$ cat src/hw/rtl/hafd_pkg.sv
package hafd_pkg;

  localparam int MAX_BYTES_DEF = 255;

  localparam logic [7:0] CHAR_ZERO   = 8'h30;
  localparam logic [7:0] CHAR_NINE   = 8'h39;
  localparam logic [7:0] CHAR_UPPERA = 8'h41;
  localparam logic [7:0] CHAR_UPPERF = 8'h46;
  localparam logic [7:0] CHAR_CR     = 8'h0d;
  localparam logic [7:0] CHAR_LF     = 8'h0a;

  localparam logic       KIND_BYTE    = 1'b0;
  localparam logic       KIND_SUMMARY = 1'b1;

  localparam logic [1:0] STATUS_OK       = 2'd0;
  localparam logic [1:0] STATUS_EMPTY    = 2'd1;
  localparam logic [1:0] STATUS_OVERFLOW = 2'd2;

  localparam logic [1:0] POS_HDR_HI  = 2'd0;
  localparam logic [1:0] POS_HDR_LO  = 2'd1;
  localparam logic [1:0] POS_PAYLOAD = 2'd2;

  localparam int QUEUE_DEPTH = 2;

  typedef struct packed {
    logic       is_hex;
    logic [3:0] nib;
    logic       is_cr;
    logic       is_lf;
  } cls_t;

  typedef struct packed {
    logic       result_kind;
    logic [7:0] data_byte;
    logic [7:0] byte_count;
    logic [1:0] frame_status;
    logic       length_matches;
    logic       last;
  } res_t;

endpackage

$ cat src/hw/rtl/hafd_fifo.sv
module hafd_fifo #(
  parameter int WIDTH = 8,
  parameter int DEPTH = 2
) (
  input  logic             clk,
  input  logic             rst,
  input  logic             push,
  input  logic [WIDTH-1:0] wdata,
  output logic             full,
  input  logic             pop,
  output logic             empty,
  output logic [WIDTH-1:0] rdata
);

  localparam int PW = (DEPTH > 1) ? $clog2(DEPTH) : 1;
  localparam int CW = $clog2(DEPTH + 1);
  localparam logic [PW-1:0] LAST_PTR = PW'(DEPTH - 1);
  localparam logic [CW-1:0] FULL_CNT = CW'(DEPTH);

  logic [WIDTH-1:0] mem [DEPTH];
  logic [PW-1:0]    wr_ptr;
  logic [PW-1:0]    rd_ptr;
  logic [CW-1:0]    count;
  logic             do_push;
  logic             do_pop;

  assign full    = (count == FULL_CNT);
  assign empty   = (count == '0);
  assign rdata   = mem[rd_ptr];
  assign do_push = push && !full;
  assign do_pop  = pop && !empty;

  always_ff @(posedge clk) begin
    if (do_push) begin
      mem[wr_ptr] <= wdata;
    end
  end

  always_ff @(posedge clk) begin
    if (rst) begin
      wr_ptr <= '0;
      rd_ptr <= '0;
      count  <= '0;
    end else begin
      if (do_push) begin
        wr_ptr <= (wr_ptr == LAST_PTR) ? '0 : wr_ptr + 1'b1;
      end
      if (do_pop) begin
        rd_ptr <= (rd_ptr == LAST_PTR) ? '0 : rd_ptr + 1'b1;
      end
      if (do_push && !do_pop) begin
        count <= count + 1'b1;
      end else if (do_pop && !do_push) begin
        count <= count - 1'b1;
      end
    end
  end

endmodule

$ cat src/hw/rtl/hafd_front.sv
module hafd_front (
  input  logic           [7:0] rx_char,
  output hafd_pkg::cls_t       cls
);

  import hafd_pkg::*;

  logic is_digit;
  logic is_letter;
  logic [7:0] digit_off;
  logic [7:0] letter_off;

  assign is_digit   = (rx_char >= CHAR_ZERO) && (rx_char <= CHAR_NINE);
  assign is_letter  = (rx_char >= CHAR_UPPERA) && (rx_char <= CHAR_UPPERF);
  assign digit_off  = rx_char - CHAR_ZERO;
  assign letter_off = rx_char - CHAR_UPPERA + 8'd10;

  always_comb begin
    cls.is_hex = is_digit || is_letter;
    cls.is_cr  = (rx_char == CHAR_CR);
    cls.is_lf  = (rx_char == CHAR_LF);
    if (is_digit) begin
      cls.nib = digit_off[3:0];
    end else if (is_letter) begin
      cls.nib = letter_off[3:0];
    end else begin
      cls.nib = 4'd0;
    end
  end

endmodule

$ cat src/hw/rtl/hafd_back.sv
module hafd_back #(
  parameter int MAX_BYTES = hafd_pkg::MAX_BYTES_DEF
) (
  input  logic           clk,
  input  logic           rst,
  input  logic           in_valid,
  input  hafd_pkg::cls_t in_cls,
  output logic           in_pop,
  input  logic           out_full,
  output logic           out_push,
  output hafd_pkg::res_t out_res
);

  import hafd_pkg::*;

  localparam logic [7:0] MAX_CNT = 8'(MAX_BYTES);

  logic [1:0] char_position, char_position_next;
  logic [7:0] declared_length, declared_length_next;
  logic       header_valid, header_valid_next;
  logic [3:0] pending_nibble, pending_nibble_next;
  logic       nibble_held, nibble_held_next;
  logic [8:0] payload_chars, payload_chars_next;
  logic [7:0] decoded_count, decoded_count_next;
  logic       overflowed, overflowed_next;
  logic       frame_ended, frame_ended_next;

  logic take;
  res_t summary;

  assign take   = in_valid && !out_full;
  assign in_pop = take;

  always_comb begin
    summary = '0;
    summary.result_kind    = KIND_SUMMARY;
    summary.byte_count     = decoded_count;
    summary.last           = 1'b1;
    summary.length_matches = header_valid && ({declared_length, 1'b0} == payload_chars);
    if (overflowed) begin
      summary.frame_status = STATUS_OVERFLOW;
    end else if (decoded_count == 8'd0) begin
      summary.frame_status = STATUS_EMPTY;
    end else begin
      summary.frame_status = STATUS_OK;
    end
  end

  always_comb begin
    char_position_next   = char_position;
    declared_length_next = declared_length;
    header_valid_next    = header_valid;
    pending_nibble_next  = pending_nibble;
    nibble_held_next     = nibble_held;
    payload_chars_next   = payload_chars;
    decoded_count_next   = decoded_count;
    overflowed_next      = overflowed;
    frame_ended_next     = frame_ended;
    out_push             = 1'b0;
    out_res              = summary;
    if (take) begin
      if (in_cls.is_lf) begin
        out_push             = !frame_ended;
        char_position_next   = POS_HDR_HI;
        declared_length_next = 8'd0;
        header_valid_next    = 1'b1;
        pending_nibble_next  = 4'd0;
        nibble_held_next     = 1'b0;
        payload_chars_next   = 9'd0;
        decoded_count_next   = 8'd0;
        overflowed_next      = 1'b0;
        frame_ended_next     = 1'b0;
      end else if (frame_ended) begin
        out_push = 1'b0;
      end else if (char_position != POS_PAYLOAD) begin
        if (!in_cls.is_hex) begin
          header_valid_next = 1'b0;
        end
        declared_length_next = {declared_length[3:0], in_cls.nib};
        char_position_next   = char_position + 2'd1;
      end else if (in_cls.is_cr || !in_cls.is_hex) begin
        out_push         = 1'b1;
        frame_ended_next = 1'b1;
      end else begin
        if (payload_chars != 9'h1ff) begin
          payload_chars_next = payload_chars + 9'd1;
        end
        if (!nibble_held) begin
          pending_nibble_next = in_cls.nib;
          nibble_held_next    = 1'b1;
        end else begin
          nibble_held_next = 1'b0;
          if (decoded_count >= MAX_CNT) begin
            overflowed_next = 1'b1;
          end else begin
            decoded_count_next = decoded_count + 8'd1;
            out_push           = 1'b1;
            out_res            = '0;
            out_res.result_kind = KIND_BYTE;
            out_res.data_byte   = {pending_nibble, in_cls.nib};
          end
        end
      end
    end
  end

  always_ff @(posedge clk) begin
    if (rst) begin
      char_position   <= POS_HDR_HI;
      declared_length <= 8'd0;
      header_valid    <= 1'b1;
      pending_nibble  <= 4'd0;
      nibble_held     <= 1'b0;
      payload_chars   <= 9'd0;
      decoded_count   <= 8'd0;
      overflowed      <= 1'b0;
      frame_ended     <= 1'b0;
    end else begin
      char_position   <= char_position_next;
      declared_length <= declared_length_next;
      header_valid    <= header_valid_next;
      pending_nibble  <= pending_nibble_next;
      nibble_held     <= nibble_held_next;
      payload_chars   <= payload_chars_next;
      decoded_count   <= decoded_count_next;
      overflowed      <= overflowed_next;
      frame_ended     <= frame_ended_next;
    end
  end

`ifndef NO_ASSERTIONS
  a_no_push_when_full: assert property (@(posedge clk) disable iff (rst)
    out_full |-> !out_push)
    else $error("result written into a full queue");

  a_lf_rearms: assert property (@(posedge clk) disable iff (rst)
    (take && in_cls.is_lf) |=> (char_position == POS_HDR_HI && !frame_ended
                               && decoded_count == 8'd0 && !overflowed))
    else $error("line feed did not rearm the frame state");

  a_count_bound: assert property (@(posedge clk) disable iff (rst)
    overflowed |-> (decoded_count == MAX_CNT))
    else $error("overflow flagged below the byte limit");

  a_ended_silent: assert property (@(posedge clk) disable iff (rst)
    (frame_ended && !(take && in_cls.is_lf)) |-> !out_push)
    else $error("result produced after the frame ended");
`endif

endmodule

$ cat src/hw/rtl/hex_ascii_frame_decoder_top.sv
// Decoder for length-prefixed ASCII hex reader replies. Characters are pushed one per clock
// while full is low; the block accepts a new character every cycle at a sustained rate of one
// character per cycle while the result queue has room. A result passes two queues: the
// character is written into the classification queue, and when it is popped the frame state
// update writes its result into the result queue at the same edge. Each payload hex pair
// within MAX_BYTES yields a byte result (result_kind 0), and CR, LF or a non-hex payload
// character yields one end-of-frame result (result_kind 1, last 1) carrying the byte count,
// the status (ok, no bytes, overflow) and whether twice the two-character header length
// matches the payload hex character count. After CR or a non-hex character, input is
// discarded until LF; LF always rearms the decoder. Both sides are two-entry queues, so a
// stalled pop does not stop the input until the queues fill. No clearing pass is needed after
// reset.
module hex_ascii_frame_decoder_top #(
  parameter int MAX_BYTES = hafd_pkg::MAX_BYTES_DEF
) (
  input  logic       clk,
  input  logic       rst,
  input  logic       push,
  output logic       full,
  input  logic [7:0] rx_char,
  output logic       empty,
  input  logic       pop,
  output logic       result_kind,
  output logic [7:0] data_byte,
  output logic [7:0] byte_count,
  output logic [1:0] frame_status,
  output logic       length_matches,
  output logic       last
);

  import hafd_pkg::*;

  cls_t cls_in;
  cls_t cls_q;
  logic cls_empty;
  logic cls_pop;
  res_t res_in;
  res_t res_q;
  logic res_full;
  logic res_push;

  hafd_front u_front (
    .rx_char (rx_char),
    .cls     (cls_in)
  );

  hafd_fifo #(
    .WIDTH ($bits(cls_t)),
    .DEPTH (QUEUE_DEPTH)
  ) u_cls_q (
    .clk   (clk),
    .rst   (rst),
    .push  (push),
    .wdata (cls_in),
    .full  (full),
    .pop   (cls_pop),
    .empty (cls_empty),
    .rdata (cls_q)
  );

  hafd_back #(
    .MAX_BYTES (MAX_BYTES)
  ) u_back (
    .clk      (clk),
    .rst      (rst),
    .in_valid (!cls_empty),
    .in_cls   (cls_q),
    .in_pop   (cls_pop),
    .out_full (res_full),
    .out_push (res_push),
    .out_res  (res_in)
  );

  hafd_fifo #(
    .WIDTH ($bits(res_t)),
    .DEPTH (QUEUE_DEPTH)
  ) u_res_q (
    .clk   (clk),
    .rst   (rst),
    .push  (res_push),
    .wdata (res_in),
    .full  (res_full),
    .pop   (pop),
    .empty (empty),
    .rdata (res_q)
  );

  assign result_kind    = res_q.result_kind;
  assign data_byte      = res_q.data_byte;
  assign byte_count     = res_q.byte_count;
  assign frame_status   = res_q.frame_status;
  assign length_matches = res_q.length_matches;
  assign last           = res_q.last;

endmodule

$ cat config.mk
export PLATFORM = sky130hd
export DESIGN_NAME = hex_ascii_frame_decoder_top
export DESIGN_NICKNAME = d
export VERILOG_FILES = /design/src/hw/rtl/hafd_pkg.sv /design/src/hw/rtl/hafd_fifo.sv /design/src/hw/rtl/hafd_front.sv /design/src/hw/rtl/hafd_back.sv /design/src/hw/rtl/hex_ascii_frame_decoder_top.sv
export SDC_FILE = /design/constraint.sdc
export NUM_CORES = 1
export LEC_CHECK = 0
export BUFFER_PORTS_ARGS = -buffer_cell sky130_fd_sc_hd__buf_2
export CORE_ASPECT_RATIO = 1.5
export CORE_MARGIN = 2
export CORE_UTILIZATION = 45
export DETAILED_ROUTE_END_ITERATION = 8
export GPL_TIMING_DRIVEN = 0
export SLEW_MARGIN = 20
export SYNTH_ARGS = -nofsm -noshare
export SYNTH_HDL_FRONTEND = slang
export SYNTH_HIERARCHICAL = 1
export SYNTH_SLANG_ARGS = --single-unit
$ cat constraint.sdc
create_clock -name clk -period 2.9 [get_ports clk]
set_clock_uncertainty 0.2 [all_clocks]
set_input_delay 0.58 -clock clk [delete_from_list [all_inputs] [get_ports clk]]
set_output_delay 0.58 -clock clk [all_outputs]
set_load 0.005 [all_outputs]
=== Word-level counts from Yosys, hierarchy flattened ===
Memories as Yosys holds them, arrays and structs flattened. A register that Yosys moved wholly into a read port is not among the register bits.
Cells that the tools add are included.

* Output and inout port bits: 23
* Memories: 2
* Logic and storage cells: 164
* Bits in registers: 43
* Input bits: 12
* RAM bits: 56

* Add/subtract/negate cells: 14
* Order comparisons: 5
* Eq/ne operators: 13
* Multiplexer cells: 75
* Reductions and logical operators: 40

{| class="wikitable"
|+ Memories
! memory !! depth !! width !! rd ports !! clocked after memory_dff !! wr ports !! RTL line !! text
|-
| u_res_q.mem || 2 || 21 || 1 || 1 || 1 || hafd_fifo.sv:20 || <nowiki>logic [WIDTH-1:0] mem [DEPTH];</nowiki>
|-
| u_cls_q.mem || 2 || 7 || 1 || 1 || 1 || hafd_fifo.sv:20 ||
|}

{| class="wikitable"
|+ Operators with widths
! cell !! number
|-
| $mux W21 || 7
|-
| $mux W8 || 9
|-
| $mux W9 || 5
|-
| $mux W1 || 39
|-
| $mux W4 || 7
|-
| $eq A8 B4 Y1 const B || 2
|-
| $mux W2 || 8
|-
| $ne A2 B2 Y1 const B || 7
|-
| $logic_and A1 B1 Y1 || 12
|-
| $reduce_and A6 Y1 || 2
|-
| $reduce_bool A2 Y1 || 6
|-
| $logic_not A1 Y1 || 10
|-
| $reduce_and A5 Y1 || 2
|-
| $add A9 B1 Y9 const B || 1
|-
| $eq A9 B9 Y1 || 1
|-
| $ne A9 B9 Y1 const B || 1
|-
| $add A8 B1 Y8 const B || 1
|-
| $ge A8 B6 Y1 const B || 1
|-
| $ge A8 B7 Y1 const B || 1
|-
| $ge A8 B8 Y1 const B || 1
|-
| $le A8 B6 Y1 const B || 1
|-
| $le A8 B7 Y1 const B || 1
|-
| $logic_not A8 Y1 || 1
|-
| $reduce_and A4 Y1 || 2
|-
| other kinds (9) || 19
|}

=== Longest topological paths before layout ===
Gate-level depths: netlist of the first run.

* Word-level depth: 13
* Gate-level depth with buffers: 11
* Mapped depth without buffers: 11

=== Modules after synthesis ===
The synthesis of the first run kept the hierarchy.

{| class="wikitable"
|+ Modules (own cells, without submodules)
! module !! seq. area each (sq um) !! instances !! cells an instance !! area an instance (sq um)
|-
| hafd_back || 700.7 || 1 || 209 || 1798.0
|-
| hafd_fifo at u_res_q || 1361.3 || 1 || 90 || 1725.4
|-
| hafd_fifo at u_cls_q || 520.5 || 1 || 47 || 721.9
|-
| hafd_front || 0.0 || 1 || 31 || 239.0
|-
| hex_ascii_frame_decoder_top || 0.0 || 1 || 1 || 3.8
|}

=== Worst setup path after synthesis of the first run ===
Ideal clock, no wire load.

* Path kind: reg2reg
* Start point: register (tool-made name)
* End point: memory u_res_q/mem[0][0] (netlist bit) (enable)
* Stages on the path, launching flop included: 9
* Library setup time: 376 ps
* Path buffers: 2
* Period minus slack after synthesis: 2612 ps
* Setup slack: 288 ps
* Arrival time: 2036 ps
* Required time: 2324 ps
* Cells stage by stage: dfxtp_1 buf_2 mux2_2 clkbuf_1 inv_1 a21oi_1 inv_1 or3_1 inv_1

{| class="wikitable"
|+ RTL lines
! element !! RTL line
|-
| to (decl) || hafd_fifo.sv:20
|}

==> results.py, run 1 <==
metrics = {
    "timing": {
        "period_minus_slack_ps": 2650,
        "max_slew.worst_pin.slew_ps": 778,
        "post-route-period-util": 0.913,
        "grt_setup_unrepaired": "false",
        "max-slew-margin-rel": 0.477,
        "report.final.setup_viol": 0,
        "hold_violations": 0,
        "final-max-slew-violation-count": 0,
        "max_clock_freq_ghz": 0.378,
    },
    "clock_tree": {
        "cts-buffers-inserted": 9,
        "clock_sink_count": 101,
        "cts_tree": "done",
        "ctsRootBufferMaster": "sky130_fd_sc_hd__clkbuf_16",
        "cts_max_level": 3,
        "worst_setup_hold_path_clk_slew_ps": 70,
        "cts_setup_buffers": 0,
        "worstSkewPairLatency_ps": 340,
        "cts_max_path_buffers": 2,
    },
    "worst_setup_path": {
        "critPathArrivalTime_ps": 2550,
        "setup.worst_path.start_class": "register",
        "timing.setup.critical_path_class": "reg2reg",
        "endpoint_kind": "register",
        "r2r_cells": 8,
        "path_max_fanout": 10,
        "critPathRequiredTime_ps": 2800,
    },
    "routing": {
        "drt_first_iter_violations": 106,
        "drt_first_pass_iters": 4,
        "drtAntennaViolNets": 0,
        "drc_errors": 0,
        "routed-via-count": 3006,
        "route.detailed.wl_per_inst_um": 15.7,
        "wl_um": 8500,
        "drt-vias-per-instance": 5.54,
    },
    "yosys": {
        "synthesis.instances": 378,
        "post_synth_instance_area_um2": 4490,
        "synth-seq-area-share": 0.575,
        "synth-async-reset-ratio": 0,
        "ys_types": 50,
        "ys_ff_latch": 101,
        "synth_edf_count": 56,
        "synth-warning-count": 6,
        "mappedNetlistNets": 401,
        "syn-mean-instance-area_um2": 11.9,
        "synth-main-ff-cell": "sky130_fd_sc_hd__edfxtp_1",
    },
    "cells_and_area": {
        "finish.cell_count_without_fillers": 543,
        "layout.core_utilization": 0.529,
        "ratio_of_cells_with_drive_above_1_in_the_final_layout": 0.231,
        "antennaDiodeCount": 0,
        "mostFrequentLayoutCells": "sky130_fd_sc_hd__edfxtp_1 (56), sky130_fd_sc_hd__dfxtp_1 (45), sky130_fd_sc_hd__buf_2 (39)",
        "area_delta_synth_final_pct": 14.3,
        "fill_cells": 880,
        "most_frequent_standard_cell_in_the_layout_excluding_fill_and_tap_cells": "sky130_fd_sc_hd__edfxtp_1",
        "final_net_count": 446,
    },
    "grt": {
        "grt_pass1_vias": 3021,
        "gr-usage-met2": 0.324,
        "wire_length_of_the_first_global_routing_pass_um": 13800,
        "grt_max_degree": 22,
        "total_grt_overflow": 0,
        "most_used_routing_layer": "met2",
        "grt_use_total": 0.165,
        "groute.layer.met1.usage": 0.159,
        "gr-usage-met3": 0.0325,
        "antenna_found_initial": 0,
    },
    "floorplan": {
        "die-width_um": 85.5,
        "fp.coreArea_um2": 9690,
        "placementRows": 44,
        "initial_utilization": 0.463,
        "boundaryPins": 35,
        "die_height_um": 126,
        "dieArea_um2": 10800,
    },
    "status": {
        "run_status": "finished, final reports clean",
    },
    "worst_hold_path": {
        "hold_path.class": "reg2reg",
        "hold_start": "u_back/header_valid",
        "hold_path_depth": 2,
    },
    "power": {
        "peakVddDrop_v": 0.000440,
        "power_density_nw_per_um2": 807,
        "static-leakage-power_nw": 1.86,
    },
    "placement": {
        "hpwl_um": 6230,
        "routabilityCongestion": 0.827,
        "port-buffer-count": 34,
        "place.detailed.instances": 527,
    },
    "job": {
        "drv.max_cap_violation_count": 0,
    },
}
metrics by stage:
stage / total power [mW] / hold WS [ps] / setup slack (ps) / instance area, um2 / TNS, ps
after floorplan: 2.58 / 235 / 288 / 4490 / 0
after global placement: 2.89 / 257 / -254 / 4800 / -10340
after detailed placement: 2.92 / 266 / -244 / 4800 / -9830
after CTS: 4.19 / 281 / 6.87 / 5120 / 0
after global routing: 4.39 / 303 / 97.8 / 5130 / 0
final: 4.14 / 281 / 251 / 5130 / 0
power breakdown:
part	leakage (nW)	internal (mW)	switching (mW)
sequential	0.862	1.73	0.0962
clock	0.145	0.754	0.502
combinational	0.853	0.442	0.614
total	1.86	2.93	1.21
worst paths after layout:
| kind | end | slack [ps] |
|---|---|---|
| hold reg to reg | u_back/header_valid | 280 |
| setup reg to reg | u_res_q/mem[0][20] | 250 |
| setup / recovery | u_res_q/mem[0][20] | 250 |
| hold / removal | u_back/header_valid | 280 |
logic make-up (layout without fill, tap and decap cells):
group | Yosys count | in the layout | synth area share
DFF | 101 | 101 | 0.575
AOI/OAI and AO/OA | 67 | 67 | 0.103
and+or+nand+nor | 121 | 121 | 0.158
xor gates and xnor gates | 16 | 16 | 0.0312
adders and majority gates | 11 | 11 | 0.0307
muxes | 29 | 29 | 0.0725
buffers and inverters | 33 | 83 | 0.0298
critical path, cell delays in order, from the launching register on:
cell and delay, ps:
sky130_fd_sc_hd__dfxtp_1 300, sky130_fd_sc_hd__buf_2 190, sky130_fd_sc_hd__mux2_2 380, sky130_fd_sc_hd__and4bb_4 400, sky130_fd_sc_hd__o2111ai_2 230, sky130_fd_sc_hd__nor2_1 180
sky130_fd_sc_hd__clkbuf_2 280, sky130_fd_sc_hd__inv_1 110, sky130_fd_sc_hd__buf_4 150
cells in the mapped netlist, types with 2 or more instances:
library cell | n | area share
sky130_fd_sc_hd__or3_1 | 7 | 0.0098
sky130_fd_sc_hd__nor4_1 | 6 | 0.0084
sky130_fd_sc_hd__nor3_1 | 2 | 0.0022
sky130_fd_sc_hd__xor2_1 | 11 | 0.021
sky130_fd_sc_hd__clkbuf_1 | 7 | 0.0059
sky130_fd_sc_hd__dfxtp_1 | 45 | 0.20
sky130_fd_sc_hd__ha_1 | 11 | 0.031
sky130_fd_sc_hd__buf_2 | 5 | 0.0056
sky130_fd_sc_hd__o21ai_0 | 13 | 0.014
sky130_fd_sc_hd__nand3_1 | 12 | 0.013
sky130_fd_sc_hd__a21oi_1 | 19 | 0.021
sky130_fd_sc_hd__nand3b_1 | 3 | 0.0050
sky130_fd_sc_hd__a32oi_1 | 3 | 0.0059
sky130_fd_sc_hd__nor2b_2 | 2 | 0.0039
sky130_fd_sc_hd__nor2_1 | 29 | 0.024
sky130_fd_sc_hd__inv_1 | 20 | 0.017
sky130_fd_sc_hd__o31ai_1 | 8 | 0.013
sky130_fd_sc_hd__o21a_1 | 2 | 0.0033
sky130_fd_sc_hd__mux2_2 | 28 | 0.070
sky130_fd_sc_hd__xnor2_1 | 5 | 0.0098
sky130_fd_sc_hd__nor4b_1 | 3 | 0.0059
sky130_fd_sc_hd__nand2b_1 | 3 | 0.0042
sky130_fd_sc_hd__nand2_1 | 14 | 0.012
sky130_fd_sc_hd__nand4_1 | 5 | 0.0070
sky130_fd_sc_hd__or4_1 | 8 | 0.013
sky130_fd_sc_hd__and2_1 | 11 | 0.015
sky130_fd_sc_hd__a22o_1 | 12 | 0.023
sky130_fd_sc_hd__nor2b_1 | 7 | 0.0098
sky130_fd_sc_hd__edfxtp_1 | 56 | 0.37
repair_timing:
item | in CTS | in global routing
hold buffers | 0 | 0
gates resized for setup | 3 | 1
pin swaps | 0 | 0
setup endpoints to repair | 44 | 43
cloned | 0 | 1
hold endpoints to repair | 0 | 0
sequential cells by signal (all words and copies together) (netlist names), 2 cells and up, named ones only:
signal	count
u_back/char_position	2
u_back/declared_length	8
u_back/decoded_count	8
u_back/payload_chars	9
u_back/pending_nibble	4
u_cls_q/count	2
u_cls_q/mem	14
u_res_q/count	2
u_res_q/mem	42
area by class of cell:
cell class / count / area (um2) / area share
timing repair inverter: 1 / 7.51 / 0.00146
sequential: 101 / 2580 / 0.504
clock buffer: 10 / 229 / 0.0446
clock inverter: 6 / 87.6 / 0.0171
tap: 115 / 144 / 0.0281
buffer: 12 / 56.3 / 0.0110
timing repair buffer: 34 / 170 / 0.0332
multi-input combinational: 244 / 1770 / 0.346
inverter: 20 / 78.8 / 0.0154
layer usage:
metal | up-vias | part of all wire
met1 | 1445 | 0.38
met4 | 0 | 0.024
met3 | 15 | 0.030
li1 | 1494 | -
met2 | 52 | 0.56
met5 | - | 0
No activity file was read; power rests on OpenSTA's default activity.
==> inputs of run 2 (changes only) <==
- clock period: 2.9 -> 2.6 ns (I/O delays scaled with it)
==> results.py, run 2 (synthesis results as in run 1) <==
metrics = {
    "worst_setup_path": {
        "r2r_cells": 8,
        "timing.setup.critical_path_class": "reg2reg",
        "critPathRequiredTime_ps": 2510,
        "crit-reg2reg-capture": "u_res_q/mem[1][20]",
        "path_max_fanout": 10,
        "setup.worst_path.start_class": "register",
        "endpoint_kind": "register",
        "timing.reg2reg.setup_slack_ps": 130,
        "critPathArrivalTime_ps": 2380,
    },
    "placement": {
        "hpwl_um": 6320,
        "port-buffer-count": 34,
        "post-place-ws_ps": -505,
        "routabilityCongestion": 0.789,
        "placement.cell_area_um2": 4810,
    },
    "timing": {
        "max_clock_freq_ghz": 0.405,
        "final.hold.worst_slack_ps": 285,
        "report.final.setup_viol": 0,
        "post-route-period-util": 0.949,
        "period_minus_slack_ps": 2470,
        "final-max-slew-violation-count": 0,
        "grt_setup_unrepaired": "true",
        "max-slew-margin-rel": 0.440,
        "post-route-worst-setup-slack_ps": 132,
        "hold_violations": 0,
        "fin_setup_tns_ps": 0,
        "max_slew.worst_pin.slew_ps": 832,
    },
    "clock_tree": {
        "cts_max_path_buffers": 2,
        "worstSkewPairLatency_ps": 350,
        "cts_max_level": 3,
        "worst_setup_hold_path_clk_slew_ps": 70,
        "cts-buffers-inserted": 9,
        "ctsRootBufferMaster": "sky130_fd_sc_hd__clkbuf_16",
        "cts_hold_buffers": 0,
        "cts_tree": "done",
        "clock_sink_count": 101,
    },
    "cells_and_area": {
        "area_delta_synth_final_pct": 14.5,
        "most_frequent_standard_cell_in_the_layout_excluding_fill_and_tap_cells": "sky130_fd_sc_hd__edfxtp_1",
        "ratio_of_cells_with_drive_above_1_in_the_final_layout": 0.248,
        "fill_cells": 857,
        "antennaDiodeCount": 0,
        "regMostFlops": "u_res_q/mem",
        "mostFrequentLayoutCells": "sky130_fd_sc_hd__edfxtp_1 (56), sky130_fd_sc_hd__dfxtp_1 (43), sky130_fd_sc_hd__buf_2 (38)",
        "biggest_regs": "u_res_q/mem (42), u_cls_q/mem (14), u_back/payload_chars (9)",
        "largest_register_ff_count": 42,
        "final_net_count": 446,
        "final_cell_area_um2": 5140,
    },
    "grt": {
        "grt_max_degree": 22,
        "grt_use_total": 0.167,
        "total_grt_overflow": 0,
        "wire_length_of_the_first_global_routing_pass_um": 13900,
        "grt_pass1_vias": 2957,
        "antenna_found_initial": 0,
    },
    "floorplan": {
        "die_height_um": 126,
        "die-width_um": 85.5,
        "placementRows": 44,
        "boundaryPins": 35,
        "initial_utilization": 0.463,
        "dieArea_um2": 10800,
        "fp.coreArea_um2": 9690,
    },
    "routing": {
        "routed-via-count": 3003,
        "drc_errors": 0,
        "drt_first_pass_iters": 5,
        "wl_um": 8580,
        "drt_first_iter_violations": 133,
        "drtAntennaViolNets": 0,
        "drt-vias-per-instance": 5.53,
        "route.detailed.wl_per_inst_um": 15.8,
    },
    "status": {
        "run_status": "finished, final reports clean",
    },
    "power": {
        "peakVddDrop_v": 0.000518,
        "logic_pwr_share": 0.263,
        "pwr-share-clk": 0.291,
        "sequentialPowerShare": 0.446,
        "power_density_nw_per_um2": 892,
        "power_switching_mw": 1.38,
        "static-leakage-power_nw": 1.86,
        "internal_power_mw": 3.20,
        "swShare": 0.301,
    },
    "worst_hold_path": {
        "hold_path.class": "in2reg",
        "hold_path_depth": 2,
        "worst_hold_path.endpoint": "u_res_q/rd_ptr",
        "hold_start": "rst",
    },
    "job": {
        "drv.max_cap_violation_count": 0,
    },
}
-- run 2: changes by cell type in the layout (fill, tap and decap cells not counted), sizes merged --
cell / change
bufinv: -1
clkinv: -1
clkinvlp: -1
inv: +3
-- run 2: power by group through the flow --
stage                     registers (mW)  logic, mW  clock network, mW
after global placement              2.07       1.16                  0
after floorplan                     2.04      0.837                  0
final                               2.05       1.20               1.34
after CTS                           2.04       1.21               1.38
after global routing                2.07       1.34               1.43
after detailed placement            2.08       1.18                  0
-- run 2: final cells by class --
type                    instances  area (um2)  area share
well taps                     115         144      0.0280
repair buffers                 34         170      0.0331
plain buffers                  12        62.6      0.0122
clock inverters                 6        71.3      0.0139
flip-flops and latches        101        2580       0.503
multi-input cells             244        1790       0.348
repair inverters                1        7.51     0.00146
clock buffers                  10         229      0.0446
inverters                      20        78.8      0.0153
-- run 2: worst max path at each step --
stage / end / slack [ps] / cells after the start / from
floorplan: u_res_q/mem[1][0] / 80 / 8 / register
global placement: u_res_q/mem[1][1] / -520 / 8 / register
CTS: u_res_q/mem[1][9] / 2 / 8 / register
detailed placement: u_res_q/mem[1][7] / -510 / 8 / register
global route: u_res_q/count[1] / -10 / 9 / u_cls_q/count[1]
finish: u_res_q/mem[1][20] / 130 / 8 / register
-- run 2: what timing repair did --
| action | in CTS | in global routing |
|---|---|---|
| gates resized for setup | 6 | 10 |
| gates cloned | 1 | 0 |
| pin swaps | 0 | 3 |
| setup endpoints to repair | 74 | 45 |
| buffers inserted | 0 | 0 |
-- run 2: routing by layer --
| metal | GRT usage | vias to the layer above | part of all wire |
|---|---|---|---|
| met5 | 0 | - | 0 |
| met4 | 0.0728 | 0 | 0.020 |
| met3 | 0.0377 | 13 | 0.028 |
| met2 | 0.321 | 45 | 0.56 |
| met1 | 0.166 | 1441 | 0.39 |
| li1 | - | 1504 | - |
-- run 2: through the flow --
step            util  power (mW)  std cells
2_1_floorplan      -        2.88        378
3_3_place_gp   0.496        3.23        527
3_5_place_dp   0.496        3.26        527
4_1_cts        0.529        4.64        543
5_1_grt        0.530        4.83        543
6_report       0.530        4.59        543
-- run 2: critical path: stages, from the launching register on --
cell and delay (ps):
sky130_fd_sc_hd__dfxtp_1 310, sky130_fd_sc_hd__buf_4 160, sky130_fd_sc_hd__mux2_2 350, sky130_fd_sc_hd__and4bb_4 390, sky130_fd_sc_hd__o2111ai_2 230, sky130_fd_sc_hd__nor2_2 150
sky130_fd_sc_hd__clkbuf_4 220, sky130_fd_sc_hd__inv_1 80, sky130_fd_sc_hd__buf_4 130
==> inputs of run 3 (changes only) <==
- clock period: 2.6 -> 2.3 ns (I/O delays scaled with it)
==> results.py, run 3 (synthesis results as in run 1) <==
metrics = {
    "clock_tree": {
        "cts_max_level": 3,
        "cts_tree": "done",
        "cts-buffers-inserted": 9,
        "ctsRootBufferMaster": "sky130_fd_sc_hd__clkbuf_16",
        "cts_max_path_buffers": 2,
        "worst_setup_hold_path_clk_slew_ps": 70,
        "clock_sink_count": 101,
        "worstSkewPairLatency_ps": 340,
    },
    "worst_setup_path": {
        "setup.worst_path.start_class": "register",
        "critPathArrivalTime_ps": 2370,
        "endpoint_kind": "register",
        "r2r_cells": 12,
        "crit-reg2reg-capture": "u_res_q/count[1]",
        "timing.reg2reg.setup_slack_ps": 9,
        "critPathRequiredTime_ps": 2380,
        "timing.setup.critical_path_class": "reg2reg",
        "crit_path_end": "u_res_q/count[1]",
        "path_max_fanout": 4,
    },
    "power": {
        "peakVddDrop_v": 0.000583,
        "power_density_nw_per_um2": 1010,
        "internal_power_mw": 3.83,
        "total_power_mw": 5.52,
        "logic_pwr_share": 0.307,
        "sequentialPowerShare": 0.419,
        "power_switching_mw": 1.69,
        "static-leakage-power_nw": 1.98,
        "pwr-share-clk": 0.274,
        "swShare": 0.306,
    },
    "cells_and_area": {
        "ratio_of_cells_with_drive_above_1_in_the_final_layout": 0.332,
        "largest_register_ff_count": 42,
        "mostFrequentLayoutCells": "sky130_fd_sc_hd__edfxtp_1 (56), sky130_fd_sc_hd__dfxtp_1 (37), sky130_fd_sc_hd__buf_2 (36)",
        "final_net_count": 461,
        "multi_input_comb_area_um2": 1940,
        "regMostFlops": "u_res_q/mem",
        "final_cell_area_um2": 5470,
        "finish.cell_count_without_fillers": 558,
        "layout.core_utilization": 0.564,
        "area_delta_synth_final_pct": 21.8,
        "most_frequent_standard_cell_in_the_layout_excluding_fill_and_tap_cells": "sky130_fd_sc_hd__edfxtp_1",
        "biggest_regs": "u_res_q/mem (42), u_cls_q/mem (14), u_back/payload_chars (9)",
        "fill_cells": 837,
        "register_area_um2": 2600,
        "antennaDiodeCount": 0,
    },
    "floorplan": {
        "die_height_um": 126,
        "dieArea_um2": 10800,
        "fp.coreArea_um2": 9690,
        "boundaryPins": 35,
        "placementRows": 44,
        "initial_utilization": 0.463,
        "die-width_um": 85.5,
    },
    "grt": {
        "grt_use_total": 0.174,
        "grt_pass1_vias": 3148,
        "grt_max_degree": 22,
        "antenna_found_initial": 0,
        "wire_length_of_the_first_global_routing_pass_um": 14800,
        "total_grt_overflow": 0,
    },
    "placement": {
        "hpwl_um": 6290,
        "placement.cell_area_um2": 4820,
        "routabilityCongestion": 0.796,
        "place.detailed.instances": 527,
        "port-buffer-count": 34,
    },
    "routing": {
        "drtAntennaViolNets": 0,
        "drt_first_iter_violations": 79,
        "drt-vias-per-instance": 5.47,
        "drt_first_pass_iters": 4,
        "routed-via-count": 3050,
        "wl_um": 8980,
        "route.detailed.wl_per_inst_um": 16.1,
        "drc_errors": 0,
    },
    "worst_hold_path": {
        "hold_path.class": "in2reg",
    },
    "timing": {
        "hold_violations": 0,
        "max_slew.worst_pin.slew_ps": 557,
        "max_clock_freq_ghz": 0.437,
        "report.final.setup_viol": 0,
        "post-route-period-util": 0.996,
        "fin_setup_tns_ps": 0,
        "final-max-slew-violation-count": 0,
        "grt_setup_unrepaired": "true",
        "period_minus_slack_ps": 2290,
        "max-slew-margin-rel": 0.626,
    },
    "status": {
        "run_status": "finished, final reports clean",
    },
    "job": {
        "drv.max_cap_violation_count": 0,
    },
}
## run 3: worst min path at each step
stage                                         from                        to  slack, ps  cells past startpoint
after CTS                                      rst          u_cls_q/count[1]        220                      2
after detailed placement  u_back/pending_nibble[1]  u_back/pending_nibble[1]        260                      1
after global routing                           rst                  register        250                      2
after global placement    u_back/pending_nibble[1]  u_back/pending_nibble[1]        260                      1
after floorplan                u_back/header_valid       u_back/header_valid        230                      2
final                                          rst          u_res_q/count[1]        230                      2
## run 3: stage by stage
stage,hold slack (ps),worst slack (ps)
after floorplan,235,-15.6
final,228,9.18
after global routing,249,-105
after detailed placement,263,-338
after global placement,263,-326
after CTS,216,-61.1
## run 3: cell type report
cell class / instances / share of cell area
Inverter: 20 / 0.0149
Buffer: 11 / 0.0165
Clock buffer: 10 / 0.0419
Clock inverter: 6 / 0.0133
Timing Repair inverter: 3 / 0.00412
Sequential cell: 101 / 0.475
Tap cell: 115 / 0.0263
Multi-Input combinational cell: 244 / 0.354
Timing Repair Buffer: 48 / 0.0533
## run 3: worst max-delay path, stage by stage (launching register included)
cell and delay, ps:
sky130_fd_sc_hd__dfxtp_2 320, sky130_fd_sc_hd__buf_6 110, sky130_fd_sc_hd__buf_4 130, sky130_fd_sc_hd__mux2_4 310, sky130_fd_sc_hd__buf_8 140, sky130_fd_sc_hd__inv_4 70
sky130_fd_sc_hd__a21oi_4 60, sky130_fd_sc_hd__inv_2 80, sky130_fd_sc_hd__nor2_4 50, sky130_fd_sc_hd__ha_4 150, sky130_fd_sc_hd__xor2_1 140, sky130_fd_sc_hd__or3_1 340
sky130_fd_sc_hd__a21oi_2 140
## run 3: power groups by stage
| stage | clock, mW | combinational, mW | sequential (mW) |
|---|---|---|---|
| detailed placement | 0 | 1.35 | 2.35 |
| finish | 1.51 | 1.70 | 2.31 |
| floorplan | 0 | 0.970 | 2.31 |
| global placement | 0 | 1.33 | 2.34 |
| CTS | 1.55 | 1.61 | 2.31 |
| global route | 1.62 | 1.87 | 2.34 |
## run 3: repair_timing
item,in CTS,in global routing
buffers inserted,9,5
cloned,3,0
setup endpoints to repair,107,72
resized for setup,39,26
pin swaps,4,9
hold buffers,0,0
## run 3: metal layers
| layer | vias up | part of all wire | GRT usage | wire length (um) |
|---|---|---|---|---|
| met5 | - | 0 | 0 | 0 |
| met4 | 0 | 0.022 | 0.0738 | 195 |
| met3 | 10 | 0.024 | 0.0312 | 213 |
| met2 | 47 | 0.57 | 0.330 | 5120 |
| met1 | 1467 | 0.38 | 0.186 | 3450 |
| li1 | 1526 | - | - | - |
